--- src/hdl/iss_pkg.sv ---
// iss_pkg: shared types and constants for the indirect selection sorter
// used by indirect_selection_sort and iss_min_track, no dependencies
`timescale 1ns / 1ps
`default_nettype none

package iss_pkg;

  localparam int MAX_ITEMS_DEF = 64;
  localparam int VALUE_W       = 32;
  localparam int INDEX_W       = 6;

  typedef struct packed {
    logic signed [VALUE_W-1:0] value;
    logic                      last;
  } in_item_t;

  typedef struct packed {
    logic signed [VALUE_W-1:0] sorted_value;
    logic [INDEX_W-1:0]        source_index;
    logic                      end_of_run;
    logic                      overflow;
  } out_item_t;

  // one read beat of the scan, aligned with the registered memory data
  typedef struct packed {
    logic               vld;
    logic               first;
    logic [INDEX_W-1:0] pos;
  } scan_beat_t;

endpackage

`default_nettype wire

--- src/hdl/iss_min_track.sv ---
// iss_min_track: running minimum over one selection pass of the sorter
// depends on iss_pkg for the scan beat type and value width
`timescale 1ns / 1ps
`default_nettype none

module iss_min_track #(
  parameter int AW = 6
) (
  input  wire logic                              clk,
  input  wire iss_pkg::scan_beat_t               beat,
  input  wire logic [iss_pkg::VALUE_W+AW-1:0]    rdata,
  output logic      [iss_pkg::VALUE_W+AW-1:0]    min_entry,
  output logic      [AW-1:0]                     min_pos,
  output logic      [iss_pkg::VALUE_W+AW-1:0]    first_entry
);

  localparam int EW = iss_pkg::VALUE_W + AW;

  logic less;

  // strictly smaller only, so the first of equal minima is kept
  assign less = $signed(rdata[EW-1 -: iss_pkg::VALUE_W])
              < $signed(min_entry[EW-1 -: iss_pkg::VALUE_W]);

  always_ff @(posedge clk) begin
    if (beat.vld) begin
      if (beat.first || less) begin
        min_entry <= rdata;
        min_pos   <= beat.pos[AW-1:0];
      end
      if (beat.first) begin
        first_entry <= rdata;
      end
    end
  end

endmodule

`default_nettype wire

--- src/hdl/indirect_selection_sort.sv ---
// indirect_selection_sort: collects signed values, sorts them by selection sort
// in one (value, arrival index) memory, then emits them in ascending order.
// items are accepted only while loading; each pass of the sort scans the unsorted
// tail (one read per cycle on the single read port), drains, then does two swap
// writes; each result is read once the output register is free, then loaded into it.
// synchronous reset clears control state; memory contents are kept.
`timescale 1ns / 1ps
`default_nettype none

module indirect_selection_sort #(
  parameter int MAX_ITEMS = iss_pkg::MAX_ITEMS_DEF
) (
  input  wire logic                 clk,
  input  wire logic                 rst,
  input  wire iss_pkg::in_item_t    item,
  input  wire logic                 item_valid,
  output logic                      item_stall,
  output iss_pkg::out_item_t        result,
  output logic                      result_valid,
  input  wire logic                 result_stall
);

  localparam int AW = $clog2(MAX_ITEMS);
  localparam int CW = $clog2(MAX_ITEMS + 1);
  localparam int EW = iss_pkg::VALUE_W + AW;

  localparam logic [2:0] ST_LOAD    = 3'd0;
  localparam logic [2:0] ST_SCAN    = 3'd1;
  localparam logic [2:0] ST_DRAIN   = 3'd2;
  localparam logic [2:0] ST_SWAP_A  = 3'd3;
  localparam logic [2:0] ST_SWAP_B  = 3'd4;
  localparam logic [2:0] ST_EMIT_RD = 3'd5;
  localparam logic [2:0] ST_EMIT_LD = 3'd6;

  logic [2:0]    state;
  logic [CW-1:0] count;
  logic          ovf;
  logic [AW-1:0] last_pos;
  logic [AW-1:0] pass;
  logic [AW-1:0] addr;

  logic [EW-1:0] mem [MAX_ITEMS];
  logic [EW-1:0] rdata;
  logic          wen;
  logic [AW-1:0] waddr;
  logic [EW-1:0] wdata;

  iss_pkg::scan_beat_t beat;
  logic [EW-1:0] min_entry;
  logic [AW-1:0] min_pos;
  logic [EW-1:0] first_entry;

  logic          item_acc;
  logic          full;
  logic [AW-1:0] last_pos_next;
  logic [AW-1:0] pass_inc;

  assign item_stall    = rst || (state != ST_LOAD);
  assign item_acc      = item_valid && !item_stall;
  assign full          = (count == CW'(MAX_ITEMS));
  // a dropped item still closes the set with the values already stored
  assign last_pos_next = full ? AW'(count - 1'b1) : AW'(count);
  assign pass_inc      = pass + 1'b1;

  always_comb begin
    wen   = 1'b0;
    waddr = addr;
    wdata = first_entry;
    case (state)
      ST_LOAD: begin
        wen   = item_acc && !full;
        waddr = AW'(count);
        wdata = {item.value, AW'(count)};
      end
      ST_SWAP_A: begin
        wen   = 1'b1;
        waddr = min_pos;
        wdata = first_entry;
      end
      ST_SWAP_B: begin
        wen   = 1'b1;
        waddr = pass;
        wdata = min_entry;
      end
      default: begin
        wen = 1'b0;
      end
    endcase
  end

  always_ff @(posedge clk) begin
    if (wen) begin
      mem[waddr] <= wdata;
    end
    rdata <= mem[addr];
  end

  always_ff @(posedge clk) begin
    if (rst) begin
      beat.vld <= 1'b0;
    end else begin
      beat.vld <= (state == ST_SCAN);
    end
    beat.first <= (addr == pass);
    beat.pos   <= iss_pkg::INDEX_W'(addr);
  end

  iss_min_track #(
    .AW (AW)
  ) u_min_track (
    .clk         (clk),
    .beat        (beat),
    .rdata       (rdata),
    .min_entry   (min_entry),
    .min_pos     (min_pos),
    .first_entry (first_entry)
  );

  always_ff @(posedge clk) begin
    if (rst) begin
      state    <= ST_LOAD;
      count    <= '0;
      ovf      <= 1'b0;
      last_pos <= '0;
      pass     <= '0;
      addr     <= '0;
    end else begin
      case (state)
        ST_LOAD: begin
          if (item_acc) begin
            if (full) begin
              ovf <= 1'b1;
            end else begin
              count <= count + 1'b1;
            end
            if (item.last) begin
              last_pos <= last_pos_next;
              pass     <= '0;
              addr     <= '0;
              state    <= (last_pos_next == '0) ? ST_EMIT_RD : ST_SCAN;
            end
          end
        end
        ST_SCAN: begin
          if (addr == last_pos) begin
            state <= ST_DRAIN;
          end else begin
            addr <= addr + 1'b1;
          end
        end
        ST_DRAIN: begin
          state <= ST_SWAP_A;
        end
        ST_SWAP_A: begin
          state <= ST_SWAP_B;
        end
        ST_SWAP_B: begin
          if (pass_inc == last_pos) begin
            addr  <= '0;
            state <= ST_EMIT_RD;
          end else begin
            pass  <= pass_inc;
            addr  <= pass_inc;
            state <= ST_SCAN;
          end
        end
        ST_EMIT_RD: begin
          // output register is free at the next edge
          if (!result_valid || !result_stall) begin
            state <= ST_EMIT_LD;
          end
        end
        ST_EMIT_LD: begin
          if (addr == last_pos) begin
            count <= '0;
            ovf   <= 1'b0;
            state <= ST_LOAD;
          end else begin
            addr  <= addr + 1'b1;
            state <= ST_EMIT_RD;
          end
        end
        default: begin
          state <= ST_LOAD;
        end
      endcase
    end
  end

  always_ff @(posedge clk) begin
    if (rst) begin
      result_valid <= 1'b0;
    end else if (state == ST_EMIT_LD) begin
      result_valid <= 1'b1;
    end else if (result_valid && !result_stall) begin
      result_valid <= 1'b0;
    end
  end

  always_ff @(posedge clk) begin
    if (state == ST_EMIT_LD) begin
      result.sorted_value <= rdata[EW-1 -: iss_pkg::VALUE_W];
      result.source_index <= iss_pkg::INDEX_W'(rdata[AW-1:0]);
      result.end_of_run   <= (addr == last_pos);
      result.overflow     <= ovf;
    end
  end

endmodule

`default_nettype wire

--- config.mk ---
export PLATFORM = sky130hd
export DESIGN_NAME = indirect_selection_sort
export DESIGN_NICKNAME = d
export VERILOG_FILES = /design/src/hdl/iss_pkg.sv /design/src/hdl/iss_min_track.sv /design/src/hdl/indirect_selection_sort.sv
export SDC_FILE = /design/constraint.sdc
export NUM_CORES = 2
export LEC_CHECK = 0
export BUFFER_PORTS_ARGS = -buffer_cell sky130_fd_sc_hd__clkbuf_2
export CAP_MARGIN = 25
export CORE_MARGIN = 5
export CORE_UTILIZATION = 45
export DETAILED_ROUTE_END_ITERATION = 10
export GPL_TIMING_DRIVEN = 0
export SKIP_CTS_REPAIR_TIMING = 1
export SLEW_MARGIN = 5
export SYNTH_ARGS = -nofsm -noshare
export SYNTH_HDL_FRONTEND = slang
export SYNTH_HIERARCHICAL = 1
export SYNTH_SLANG_ARGS = --single-unit
export TNS_END_PERCENT = 5
--- constraint.sdc ---
create_clock -name clk -period 5.7 [get_ports clk]
set_input_delay 0.855 -clock clk [delete_from_list [all_inputs] [get_ports clk]]
set_output_delay 0.855 -clock clk [all_outputs]
set_load 0.05 [all_outputs]
==> flow_metrics.tcl <==
set metrics [dict create \
    status "finished clean" \
    grt_antenna_before_repair 23 \
    drc_errors 0 \
    nNetsFinal 5000 \
    clock_sinks 2630 \
    synth-xor-area-share 0.00288 \
    synthesis.area_um2 101000 \
    clockBufferDepth 4 \
    synth_edf_count 2554 \
    area_growth_syn_to_layout_pct 17.7 \
    firstDrtPassIters 6 \
    relSlewSlack 0.222 \
    fin_cells 8094 \
    r2r-start "addr[1]$_SDFFE_PP0P_" \
    syn-num-nets 4434 \
    io_pins 79 \
    required_ns 6.30 \
    yosysSeqAreaShare 0.777 \
    clk_latency_ns 0.92 \
    muxShareOfSynthArea 0.173 \
    finalCritPeriodShare 0.965 \
    arrival_ns 6.10 \
    ir_drop_uv 338 \
    drive_gt1_frac 0.314 \
    root_buffer "clkbuf_16" \
    die_h_um 483 \
    cts-buffers-inserted 281 \
    synthFlopType "edfxtp_1" \
    ys_async_sr_fraction 0 \
    die_w_um 483 \
    final_max_slew_viol_count 0 \
    fin_crit_ns 5.50 \
    p_total_uw 55300 \
    start_util 0.453 \
    htreeDepth 5 \
    setup_viol 0 \
    fmax_ghz 0.182 \
    synth_top_area_frac 0.762 \
    num_rows 173 \
    reg2reg_depth 9 \
    endpoint_kind "flop" \
    finalHoldViolCount 0 \
    tightestPinTransition_ns 1.16 \
    grt-ovfl-total 0 \
    synth-compound-area-share 0.0171 \
    cts.clk_slew.worst_paths_ns 0.06 \
    min_path_type "primary input to flop" \
    r2r_end "mem[30][15]$_DFFE_PP_" \
    rrSetupSlack_ns 0.20 \
    dp_cells 7615 \
    avgViaCountPerCell 6.25 \
    fin_ws_ns 0.202 \
    yosysMostFrequentCell "edfxtp_1" \
    postRouteWirelength_mm 290 \
    grt_pass1_vias 49500 \
    drtIter0Drc 7364 \
    start_kind "flop" \
    grt_pass1_wl_mm 401 \
    coreArea_um2 222000 \
    hold_path_depth 3 \
    power_leakage_uw 0.0365 \
    ant_nets 0 \
    yosys_warnings 6 \
    yosys.area.top_type "edfxtp_1" \
    max-cap-violations 0 \
    hold_end "result_valid$_SDFFE_PP0P_" \
    yosys-top-cells-area "edfxtp_1 (76%), mux4_2 (16%), dfxtp_1 (1.5%)" \
    routabilityCongestion 0.893 \
    wl_per_cell_um 35.8 \
    dpl_worst_slack_ns 0.335 \
    die-area_um2 233000 \
    cts_tree "done" \
    min_from "result_stall" \
    synth_cell_types 67 \
    synth_top_family_by_area "multiplexers" \
    grt_max_degree 41 \
    synth_common_cells "edfxtp_1 (2554), mux4_2 (724), nor2_1 (141)" \
    synth-seq-cells 2630 \
    synthCells 4362 \
    path_class "flop to flop" \
    rsz0062_at_grt "no" \
    timing.hold.ws_ns 0.236 \
    fin_tns_setup_ns 0 \
    skew_ns 0.0442 \
    track_usage 0.249 \
    synth-adder-area-share 0.00435 \
    powerDensity_nw_per_um2 467 \
    worstPathMaxFanout 21 \
    synthSimpleGateAreaFrac 0.0135 \
    dp_hpwl_mm 199 \
    avgSynthCellArea_um2 23.1 \
    vias 50600 \
    numPortBuffers 78 \
]
critical path, cell delays in order (launching register included):
cell,delay (ns)
dfxtp_1,0.34
buf_2,0.36
buf_2,0.49
buf_2,0.53
nand2_1,0.10
o21ai_0,0.14
a21boi_0,0.87
nand3_1,0.93
nor2_4,1.06
buf_12,0.30
worst max path at each step:
stage,start,endpoint,slack [ns],depth (start not counted)
final,addr[1]$_SDFFE_PP0P_,mem[30][15]$_DFFE_PP_,0.20,9
after global routing,addr[1]$_SDFFE_PP0P_,mem[30][7]$_DFFE_PP_,0.19,9
after CTS,addr[1]$_SDFFE_PP0P_,mem[30][17]$_DFFE_PP_,0.30,9
after detailed placement,addr[1]$_SDFFE_PP0P_,mem[35][25]$_DFFE_PP_,0.33,9
after global placement,state[2]$_SDFFE_PP0P_,mem[62][16]$_DFFE_PP_,-4.68,5
after floorplan,state[2]$_SDFFE_PP0P_,mem[0][16]$_DFFE_PP_,0.98,5
where the power goes:
| group | leakage [µW] | total (µW) | switching (µW) | internal (µW) |
|---|---|---|---|---|
| Sequential | 0.0237 | 25400 | 426 | 24900 |
| Clock | 0.00413 | 17200 | 7210 | 10000 |
| Combinational | 0.00864 | 12700 | 8460 | 4260 |
placed cells by master (no fill, tap or decap), types with 7 or more instances in the layout:
| cell type | netlist | final |
|---|---|---|
| nor3_1 | 10 | 10 |
| clkbuf_16 | 0 | 286 |
| o22ai_1 | 44 | 44 |
| mux4_2 | 724 | 724 |
| buf_16 | 0 | 41 |
| buf_2 | 88 | 89 |
| buf_12 | 0 | 144 |
| a21oi_1 | 27 | 27 |
| inv_1 | 42 | 41 |
| buf_4 | 17 | 17 |
| clkbuf_1 | 103 | 166 |
| buf_1 | 16 | 15 |
| xnor2_1 | 17 | 17 |
| nand2_1 | 90 | 90 |
| diode_2 | 0 | 7 |
| o21ai_0 | 55 | 18 |
| nor2b_1 | 9 | 9 |
| nand3_1 | 12 | 12 |
| clkinvlp_4 | 0 | 8 |
| a211oi_1 | 24 | 24 |
| edfxtp_1 | 2554 | 2554 |
| buf_6 | 6 | 13 |
| a221oi_1 | 13 | 13 |
| nand4_1 | 7 | 7 |
| clkbuf_2 | 0 | 82 |
| nor2_1 | 141 | 77 |
| ha_1 | 35 | 35 |
| or2_2 | 7 | 7 |
| clkinv_2 | 0 | 39 |
| nand2b_1 | 11 | 11 |
| o21ai_4 | 0 | 38 |
| clkinv_1 | 0 | 38 |
| bufinv_16 | 0 | 17 |
| xor2_1 | 11 | 11 |
| buf_8 | 0 | 11 |
| mux2i_1 | 106 | 106 |
| nor2_4 | 0 | 64 |
| dfxtp_1 | 76 | 76 |
| a22oi_1 | 52 | 52 |
layout make-up:
cell class,count,area [µm²]
fillers,16800,104000
inverters,42,158
clock buffers,358,7480
multi-input cells,1460,22100
well taps,2975,3720
clock inverters,109,980
repair buffers,283,4660
plain buffers,230,1090
flip-flops and latches,2630,78200
diodes,7,17.5
cell families (layout without fill, tap and decap cells):
kind of cell,Yosys count,count (layout)
DFF,2630,2630
muxes,831,831
other,0,7
xor gates and xnor gates,30,30
adders and majority gates,35,35
buffers and inverters,272,1022
AOI/OAI and AO/OA,256,256
and+or+nand+nor,308,308
per-stage QoR:
step	area (µm²)	utilization
finish	118000	0.533
detailed placement	110000	0.494
floorplan	101000	-
global route	118000	0.533
global placement	105000	0.471
CTS	118000	0.532
routing by layer:
layer,vias to the layer above,track usage,wire length (µm)
met5,-,0,13
met4,2,0.0993,13000
met3,505,0.0546,31300
met2,3036,0.370,130000
met1,27400,0.365,115000
li1,19700,-,-
state kept, by name, summed over array words and instances (netlist names), 7 cells and up:
name / cells
mem: 2432
result: 40
u_min_track/first_entry: 38
u_min_track/min_entry: 38
beat: 8
rdata: 38
count: 7
Note: power is estimated with default switching activity, not from simulation.
